File: src/rtl/ubbs_pkg.sv
package ubbs_pkg;

	// Field widths
	localparam int CLK_W  = 28;
	localparam int BAUD_W = 24;
	localparam int DIV_W  = 16;
	localparam int IDLE_W = 9;

	// Configuration register indexes
	localparam logic [2:0] REG_HOST_WINDOW   = 3'd0;
	localparam logic [2:0] REG_DEVICE_WINDOW = 3'd1;
	localparam logic [2:0] REG_FAST_CLOCK    = 3'd2;
	localparam logic [2:0] REG_SLOW_CLOCK    = 3'd3;
	localparam logic [2:0] REG_DEFAULT_BAUD  = 3'd4;

	// Reset values of the configuration registers
	localparam logic [7:0]        RST_HOST_WINDOW   = 8'd5;
	localparam logic [7:0]        RST_DEVICE_WINDOW = 8'd3;
	localparam logic [CLK_W-1:0]  RST_FAST_CLOCK    = 28'd84000000;
	localparam logic [CLK_W-1:0]  RST_SLOW_CLOCK    = 28'd42000000;
	localparam logic [BAUD_W-1:0] RST_DEFAULT_BAUD  = 24'd115200;

	// Input command codes
	localparam logic [1:0] CMD_HOST   = 2'd0;
	localparam logic [1:0] CMD_DEVICE = 2'd1;
	localparam logic [1:0] CMD_TICK   = 2'd2;

	// Frame bytes
	localparam logic [7:0] BYTE_END     = 8'hC0;
	localparam logic [7:0] BYTE_APPLY   = 8'h0F;
	localparam logic [7:0] BYTE_RESTORE = 8'h12;

	// Host frame positions
	localparam logic [4:0] HOST_LEN     = 5'd18;
	localparam logic [4:0] HOST_LAST    = 5'd17;
	localparam logic [4:0] HOST_BAUD_B0 = 5'd9;
	localparam logic [4:0] HOST_BAUD_B1 = 5'd10;
	localparam logic [4:0] HOST_BAUD_B2 = 5'd11;

	// Device frame positions
	localparam logic [3:0] DEV_LEN  = 4'd11;
	localparam logic [3:0] DEV_LAST = 4'd10;
	localparam logic [3:0] DEV_CMD  = 4'd1;

	localparam logic [IDLE_W-1:0] IDLE_MAX = 9'd511;

	// Divider iterations: one quotient bit per cycle
	localparam logic [4:0] DIV_LAST = 5'(CLK_W - 1);

	typedef struct packed {
		logic [1:0] command;
		logic [7:0] data_byte;
	} item_t;

	typedef struct packed {
		logic              action;
		logic [BAUD_W-1:0] baud_used;
		logic [DIV_W-1:0]  fast_uart_divisor;
		logic [DIV_W-1:0]  slow_uart_divisor;
		logic              saturated;
	} result_t;

	typedef enum logic [2:0] {
		ST_IDLE = 3'b001,
		ST_DIV  = 3'b010,
		ST_LOAD = 3'b100
	} state_t;

	// Expected byte at each fixed position of the host frame
	function automatic logic [7:0] host_pattern(logic [4:0] pos);
		logic [7:0] b;
		case (pos)
			5'd0:    b = 8'hC0;
			5'd2:    b = 8'h0F;
			5'd3:    b = 8'h08;
			5'd14:   b = 8'hC2;
			5'd15:   b = 8'h01;
			5'd17:   b = 8'hC0;
			default: b = 8'h00;
		endcase
		return b;
	endfunction

	// Expected byte at each fixed position of the device frame
	function automatic logic [7:0] dev_pattern(logic [3:0] pos);
		logic [7:0] b;
		case (pos)
			4'd0:    b = 8'h01;
			4'd2:    b = 8'h02;
			4'd10:   b = 8'hC0;
			default: b = 8'h00;
		endcase
		return b;
	endfunction

endpackage

File: src/rtl/uart_bridge_baud_snooper.sv
// Host, tick, unused-code and ordinary device beats finish in the cycle they are taken.
// A device closing beat that completes a valid frame shows its result after the fast and
// slow restoring divisions, which share one subtractor, and the load state.
// Throughput: one beat per cycle while idle; a closing device beat holds item_ready
// low until its result loads, longer while the result register is still full.
// Reset (arst_n low, asynchronous): matchers, window counters and captured baud clear,
// configuration registers return to their defaults, the result register is emptied.
module uart_bridge_baud_snooper
	import ubbs_pkg::*;
(
	input  logic              clk,
	input  logic              arst_n,
	input  logic              item_valid,
	output logic              item_ready,
	input  item_t             item,
	output logic              result_valid,
	input  logic              result_ready,
	output result_t           result,
	input  logic              cfg_we,
	input  logic [2:0]        cfg_index,
	input  logic [CLK_W-1:0]  cfg_data
);

	// Configuration
	logic [7:0]        host_window_q;
	logic [7:0]        device_window_q;
	logic [CLK_W-1:0]  fast_clock_q;
	logic [CLK_W-1:0]  slow_clock_q;
	logic [BAUD_W-1:0] default_baud_q;

	// Matcher state
	logic [4:0]        host_step_q, host_step_d;
	logic [3:0]        dev_step_q, dev_step_d;
	logic [IDLE_W-1:0] host_idle_q, host_idle_d;
	logic [IDLE_W-1:0] dev_idle_q, dev_idle_d;
	logic [BAUD_W-1:0] captured_q, captured_d;
	logic [BAUD_W-1:0] pending_q, pending_d;
	// device_command only ever holds zero, apply or restore: keep it as two bits
	logic              cmd_valid_q, cmd_valid_d;
	logic              cmd_restore_q, cmd_restore_d;
	logic              launch;

	// Sequencer and shared divider
	state_t            state_q;
	logic              phase_slow_q;
	logic [4:0]        div_cnt_q;
	logic [CLK_W-1:0]  dvd_q;
	logic [BAUD_W-1:0] rem_q;
	logic [BAUD_W-1:0] baud_q;
	logic              action_q;
	logic [DIV_W-1:0]  fast_div_q;
	logic              fast_clip_q;
	logic [DIV_W-1:0]  slow_div;
	logic              slow_clip;

	logic [BAUD_W:0]   rem_sh;
	logic [BAUD_W+1:0] diff;
	logic              q_bit;
	logic [CLK_W-1:0]  quo_nx;

	logic              beat;
	logic [7:0]        b;

	assign item_ready = (state_q == ST_IDLE);
	assign beat       = item_valid && item_ready;
	assign b          = item.data_byte;

	// Configuration writes; indexes beyond the list are dropped
	always_ff @(posedge clk or negedge arst_n) begin
		if (!arst_n) begin
			host_window_q   <= RST_HOST_WINDOW;
			device_window_q <= RST_DEVICE_WINDOW;
			fast_clock_q    <= RST_FAST_CLOCK;
			slow_clock_q    <= RST_SLOW_CLOCK;
			default_baud_q  <= RST_DEFAULT_BAUD;
		end else if (cfg_we) begin
			case (cfg_index)
				REG_HOST_WINDOW:   host_window_q   <= cfg_data[7:0];
				REG_DEVICE_WINDOW: device_window_q <= cfg_data[7:0];
				REG_FAST_CLOCK:    fast_clock_q    <= cfg_data;
				REG_SLOW_CLOCK:    slow_clock_q    <= cfg_data;
				REG_DEFAULT_BAUD:  default_baud_q  <= cfg_data[BAUD_W-1:0];
				default: ;
			endcase
		end
	end

	// Host-side matcher: captures the baud bytes, latches pending baud on the closing byte.
	// Window expiry is checked first and restarts both the counter and the frame.
	always_comb begin
		host_step_d = host_step_q;
		host_idle_d = host_idle_q;
		captured_d  = captured_q;
		pending_d   = pending_q;
		if (beat && item.command == CMD_HOST) begin
			if (host_idle_d > {1'b0, host_window_q}) begin
				host_idle_d = '0;
				host_step_d = '0;
			end
			if (host_step_d >= HOST_LEN) begin
				host_step_d = '0;
			end
			case (host_step_d)
				HOST_BAUD_B0: begin
					captured_d  = {16'h0000, b};
					host_step_d = host_step_d + 5'd1;
				end
				HOST_BAUD_B1: begin
					captured_d  = captured_q + {8'h00, b, 8'h00};
					host_step_d = host_step_d + 5'd1;
				end
				HOST_BAUD_B2: begin
					captured_d  = captured_q + {b, 16'h0000};
					host_step_d = host_step_d + 5'd1;
				end
				HOST_LAST: begin
					// a wrong closing byte leaves the matcher waiting here
					if (b == BYTE_END) begin
						host_step_d = '0;
						pending_d   = captured_q;
					end
				end
				default: begin
					if (b == host_pattern(host_step_d)) begin
						host_step_d = host_step_d + 5'd1;
					end else begin
						host_step_d = '0;
					end
				end
			endcase
		end else if (beat && item.command == CMD_TICK) begin
			if (host_idle_q < IDLE_MAX) begin
				host_idle_d = host_idle_q + 9'd1;
			end
		end
	end

	// Device-side matcher: takes the command byte, launches the divider on the closing byte
	always_comb begin
		dev_step_d    = dev_step_q;
		dev_idle_d    = dev_idle_q;
		cmd_valid_d   = cmd_valid_q;
		cmd_restore_d = cmd_restore_q;
		launch        = 1'b0;
		if (beat && item.command == CMD_DEVICE) begin
			if (dev_idle_d > {1'b0, device_window_q}) begin
				dev_idle_d = '0;
				dev_step_d = '0;
			end
			if (dev_step_d >= DEV_LEN) begin
				dev_step_d = '0;
			end
			if (dev_step_d == DEV_CMD) begin
				if (b == BYTE_APPLY || b == BYTE_RESTORE) begin
					cmd_valid_d   = 1'b1;
					cmd_restore_d = (b == BYTE_RESTORE);
					dev_step_d    = dev_step_d + 4'd1;
				end else begin
					dev_step_d = '0;
				end
			end else if (dev_step_d != DEV_LAST) begin
				if (b == dev_pattern(dev_step_d)) begin
					dev_step_d = dev_step_d + 4'd1;
				end else begin
					dev_step_d = '0;
				end
			end else if (b == BYTE_END) begin
				dev_step_d = '0;
				// no command seen since reset: the frame completes silently
				launch     = cmd_valid_q;
			end
		end else if (beat && item.command == CMD_TICK) begin
			if (dev_idle_q < IDLE_MAX) begin
				dev_idle_d = dev_idle_q + 9'd1;
			end
		end
	end

	always_ff @(posedge clk or negedge arst_n) begin
		if (!arst_n) begin
			host_step_q   <= '0;
			dev_step_q    <= '0;
			host_idle_q   <= '0;
			dev_idle_q    <= '0;
			captured_q    <= '0;
			pending_q     <= '0;
			cmd_valid_q   <= 1'b0;
			cmd_restore_q <= 1'b0;
		end else begin
			host_step_q   <= host_step_d;
			dev_step_q    <= dev_step_d;
			host_idle_q   <= host_idle_d;
			dev_idle_q    <= dev_idle_d;
			captured_q    <= captured_d;
			pending_q     <= pending_d;
			cmd_valid_q   <= cmd_valid_d;
			cmd_restore_q <= cmd_restore_d;
		end
	end

	// Shared restoring divider: one quotient bit per cycle, the quotient shifts in
	// behind the dividend. A zero baud never borrows, so the quotient comes out all
	// ones and clips, which gives 65535 with the saturation flag as required.
	assign rem_sh = {rem_q, dvd_q[CLK_W-1]};
	assign diff   = {1'b0, rem_sh} - {2'b00, baud_q};
	assign q_bit  = ~diff[BAUD_W+1];
	assign quo_nx = {dvd_q[CLK_W-2:0], q_bit};

	assign slow_clip = |quo_nx[CLK_W-1:DIV_W];
	assign slow_div  = slow_clip ? {DIV_W{1'b1}} : quo_nx[DIV_W-1:0];

	// Sequencer: idle, fast division then slow division, then load the result register
	always_ff @(posedge clk or negedge arst_n) begin
		if (!arst_n) begin
			state_q      <= ST_IDLE;
			phase_slow_q <= 1'b0;
			div_cnt_q    <= '0;
			result_valid <= 1'b0;
		end else begin
			// load a fresh beat once the register is free, else drop the taken one
			if (state_q == ST_LOAD && (!result_valid || result_ready)) begin
				result_valid <= 1'b1;
			end else if (result_valid && result_ready) begin
				result_valid <= 1'b0;
			end
			case (state_q)
				ST_IDLE: begin
					if (launch) begin
						state_q      <= ST_DIV;
						phase_slow_q <= 1'b0;
						div_cnt_q    <= '0;
					end
				end
				ST_DIV: begin
					if (div_cnt_q == DIV_LAST) begin
						div_cnt_q <= '0;
						if (phase_slow_q) begin
							state_q <= ST_LOAD;
						end else begin
							phase_slow_q <= 1'b1;
						end
					end else begin
						div_cnt_q <= div_cnt_q + 5'd1;
					end
				end
				ST_LOAD: begin
					// hold until the result register is free
					if (!result_valid || result_ready) begin
						state_q <= ST_IDLE;
					end
				end
				default: state_q <= ST_IDLE;
			endcase
		end
	end

	// Datapath registers
	always_ff @(posedge clk) begin
		case (state_q)
			ST_IDLE: begin
				if (launch) begin
					baud_q   <= cmd_restore_q ? default_baud_q : pending_q;
					action_q <= cmd_restore_q;
					dvd_q    <= fast_clock_q;
					rem_q    <= '0;
				end
			end
			ST_DIV: begin
				if (div_cnt_q == DIV_LAST && !phase_slow_q) begin
					// fast quotient done: keep it, restart on the slow clock
					fast_div_q  <= slow_div;
					fast_clip_q <= slow_clip;
					dvd_q       <= slow_clock_q;
					rem_q       <= '0;
				end else begin
					dvd_q <= quo_nx;
					rem_q <= q_bit ? diff[BAUD_W-1:0] : rem_sh[BAUD_W-1:0];
				end
			end
			ST_LOAD: begin
				if (!result_valid || result_ready) begin
					result.action            <= action_q;
					result.baud_used         <= baud_q;
					result.fast_uart_divisor <= fast_div_q;
					result.slow_uart_divisor <= dvd_q[CLK_W-1:DIV_W] != '0 ?
						{DIV_W{1'b1}} : dvd_q[DIV_W-1:0];
					result.saturated         <= fast_clip_q || (dvd_q[CLK_W-1:DIV_W] != '0);
				end
			end
			default: ;
		endcase
	end

endmodule

File: config.mk
export PLATFORM = sky130hd
export DESIGN_NAME = uart_bridge_baud_snooper
export DESIGN_NICKNAME = d
export VERILOG_FILES = /design/src/rtl/ubbs_pkg.sv /design/src/rtl/uart_bridge_baud_snooper.sv
export SDC_FILE = /design/constraint.sdc
export NUM_CORES = 1
export LEC_CHECK = 0
export ABC_CLOCK_PERIOD_IN_PS = 8800
export BUFFER_PORTS_ARGS = -buffer_cell sky130_fd_sc_hd__buf_2
export CAP_MARGIN = 20
export CORE_ASPECT_RATIO = 1.75
export CORE_MARGIN = 2
export CORE_UTILIZATION = 50
export DETAILED_ROUTE_END_ITERATION = 7
export PLACE_DENSITY = 0.68
export SYNTH_ARGS = -nofsm -noshare
export SYNTH_HDL_FRONTEND = slang
export SYNTH_SLANG_ARGS = --single-unit
File: constraint.sdc
create_clock -name clk -period 8.8 [get_ports clk]
set_clock_uncertainty 0.1 [all_clocks]
set_input_delay 0.88 -clock clk [delete_from_list [all_inputs] [get_ports clk]]
set_output_delay 0.88 -clock clk [all_outputs]
set_load 0.05 [all_outputs]
==> results.json <==
{
  "io-pin-count": 106,
  "reg2reg_setup_slack_ns": 3.81,
  "cpPeakStageDelay_ns": 0.58,
  "arrival_ns": 5.13,
  "min_period_ns": 4.99,
  "layout_commonest_cell": "dfrtp_1",
  "cp-end-kind": "register",
  "worstSkewPairLatency_ns": 0.56,
  "final_area_um2": 18500,
  "via_per_inst": 5.79,
  "setup_tns_ns": 0,
  "synth_compound_area_share_pct": 11.2,
  "synthFlopType": "dfrtp_1",
  "timing.rr.end": "rem_q[21]",
  "cts_setup_buffers": 0,
  "synthToLayoutAreaGrowth_pct": 11.9,
  "postPlaceCellArea_um2": 17400,
  "cts_tree": "done",
  "first_pass_iters": 5,
  "port-buffer-count": 105,
  "drt_iter0_markers": 642,
  "final-max-slew-violation-count": 0,
  "routed_wl_um": 36200,
  "required_ns": 8.94,
  "h-tree-depth": 1,
  "synth_cell_types": 82,
  "p_per_area_nw_per_um2": 188,
  "peakVddDrop_mv": 0.126,
  "cts_resized": 0,
  "gp_congestion": 0.829,
  "wl_per_cell_um": 18.9,
  "grt_pass1_wl_um": 57500,
  "yosysSeqAreaShare_pct": 55.6,
  "worst_r2r_path_depth": 14,
  "synth_top_family_by_area": "multiplexers",
  "drive_gt1_share_pct": 24.2,
  "synth-xor-area-share_pct": 1.65,
  "cts_made_buffers": 29,
  "path_class": "register to register",
  "antenna_found_initial": 1,
  "syn-cell-area_um2": 16500,
  "yosys.area_share.simple_pct": 11.3,
  "setup_violations": 0,
  "cts_hold_buf": 0,
  "hold_path_class": "input port to asynchronous set/reset pin",
  "grt.total_usage_pct": 20.9,
  "worstSetupStartpointType": "register",
  "syn_area_per_cell_um2": 11.9,
  "p_leak_nw": 7.65,
  "cts_buffer_depth": 3,
  "final_net_count": 1605,
  "drc": 0,
  "numClockSinks": 335,
  "reg2reg_from": "dev_idle_q[6]",
  "synthArstFlopShare_pct": 54.6,
  "synthMuxAreaShare_pct": 11.8,
  "worst_pin_slew_ns": 1.01,
  "timing.critical_path.buf_inv": 3,
  "crit_slowest_cell": "inv_2",
  "synthAdderAreaFrac_pct": 5.44,
  "netlist_instances": 1389,
  "max_freq_mhz": 200,
  "drv_cap": 0,
  "synthesis.nets": 1505,
  "ys_seq_elements": 335,
  "cpLargestDelayFamily": "buffers and inverters",
  "dieWidth_um": 141,
  "period_share_pct": 56.8,
  "die_area_um2": 34500,
  "synth_edf_count": 152,
  "relSlewSlack_pct": 32.7,
  "clk_pin_slew_worst_paths_ns": 0.06,
  "cp_cell_sequence": "ha_1, a21o_1, a211oi_1, o2111ai_1, nand2_1, and3_1, ha_1, nor3b_1, a21boi_0, and4_1, buf_4, nor2_1, inv_2, buf_4",
  "finalHoldViolCount": 0,
  "final_cell_mix": "dfrtp_1 (156), edfxtp_1 (152), mux2_2 (137), o21ai_0 (118), nand2_1 (111)",
  "yosysWarnings": 0,
  "initial_core_util_pct": 50.5,
  "dpl.hpwl_um": 26600,
  "fill_cells": 2703,
  "rows": 88,
  "coreArea_um2": 32700,
  "grt_max_degree": 64,
  "status": "complete, no violations",
  "rsz0062_at_grt": "false",
  "vias": 11100,
  "cts_root_buffer": "clkbuf_16",
  "die_h_um": 244,
  "crit_fanout": 33,
  "ant_nets": 0,
  "antenna_cells": 0,
  "grt_pass1_vias": 11100,
  "overflow": 0
}
==> cells in the mapped netlist (all sizes together) (9+ instances only) <==
cell type,instances,area share (%)
o21ai,121,3.7
buf,15,0.54
mux2i,40,2.4
or3,38,1.4
inv,68,1.5
xnor2,14,0.74
ha,67,5.1
dfrtp,156,24
o2111ai,9,0.52
and3,16,0.61
xor2,17,0.90
o21a,11,0.50
o31ai,12,0.58
edfxtp,152,28
nand3,29,0.91
clkbuf,38,0.86
a21o,13,0.59
and2,9,0.34
nor3,18,0.55
dfstp,27,4.3
nand4,16,0.61
nor2b,9,0.34
a31oi,10,0.42
mux2,138,9.4
nor2,77,1.8
nand2,111,2.5
a21oi,56,1.7
==> final cells by class <==
class,instances,area (µm²),area share [%]
clock buffers,44,867,4.69
clock inverters,10,82.6,0.447
multi-input cells,933,6870,37.2
well taps,405,507,2.74
flip-flops and latches,335,9180,49.7
repair buffers,122,712,3.85
inverters,68,255,1.38
==> kinds of logic (layout without fill, tap and decap cells) <==
logic type	after synthesis	count (layout)
adder cells (fa/ha/maj)	70	70
AND/OR/NAND/NOR	365	365
multiplexers	178	178
XOR/XNOR	31	31
buffers and inverters	121	244
flip-flops	335	335
AO/OA/AOI/OAI	289	289
==> registers in the layout (all words and copies together), names as in the netlist, 3 cells and up <==
register,flops
result,58
fast_div_q,16
rem_q,24
host_step_q,5
slow_clock_q,28
default_baud_q,24
device_window_q,8
state_q,3
host_window_q,8
div_cnt_q,5
fast_clock_q,28
host_idle_q,9
pending_q,24
captured_q,24
dev_idle_q,9
dev_step_q,4
baud_q,24
dvd_q,28
==> worst reg2reg max path: cells and delay by family (launching register included) <==
family / cells / cell delay (ns)
AO/OA/AOI/OAI: 4 / 1.07
buffers and inverters: 3 / 1.35
flip-flops: 1 / 0.40
AND/OR/NAND/NOR: 5 / 1.19
adder cells (fa/ha/maj): 2 / 0.56
==> per-stage QoR <==
step           util (%)  std cells  setup slack [ns]  total power [mW]  hold WS [ns]
2_1_floorplan         -       1389              3.65              2.11         0.300
3_3_place_gp       53.3       1859              3.97              2.22         0.303
3_5_place_dp       53.3       1859              3.79              2.24         0.305
4_1_cts            56.2       1913              3.77              3.51         0.185
5_1_grt            56.5       1917              3.31              3.63         0.209
6_report           56.5       1917              3.81              3.48         0.172
==> how the worst max path moves through the flow <==
stage          slack [ns]     startpoint  cells past startpoint         to
2_1_floorplan        3.65  dev_idle_q[6]                     13   dvd_q[0]
3_3_place_gp         3.97  dev_idle_q[6]                     14  rem_q[17]
3_5_place_dp         3.79  dev_idle_q[6]                     14  rem_q[16]
4_1_cts              3.77  dev_idle_q[6]                     14  rem_q[19]
5_1_grt              3.31  dev_idle_q[6]                     14  rem_q[21]
6_report             3.81  dev_idle_q[6]                     14  rem_q[21]
==> power by group <==
group	switching, mW	leakage [nW]	total (mW)	internal (mW)
Sequential	0.0806	3.77	1.85	1.77
Clock	0.561	0.474	1.27	0.711
Combinational	0.191	3.41	0.352	0.162
==> per-layer routing <==
layer  GRT usage [%]  wire, µm  vias up
li1                -         -     5302
met5               0        12        -
met1            23.5     14000     5451
met2            38.8     19300      243
met3            2.64      1260       94
met4            10.1      1610        2
(Power assumes the default switching activity.)
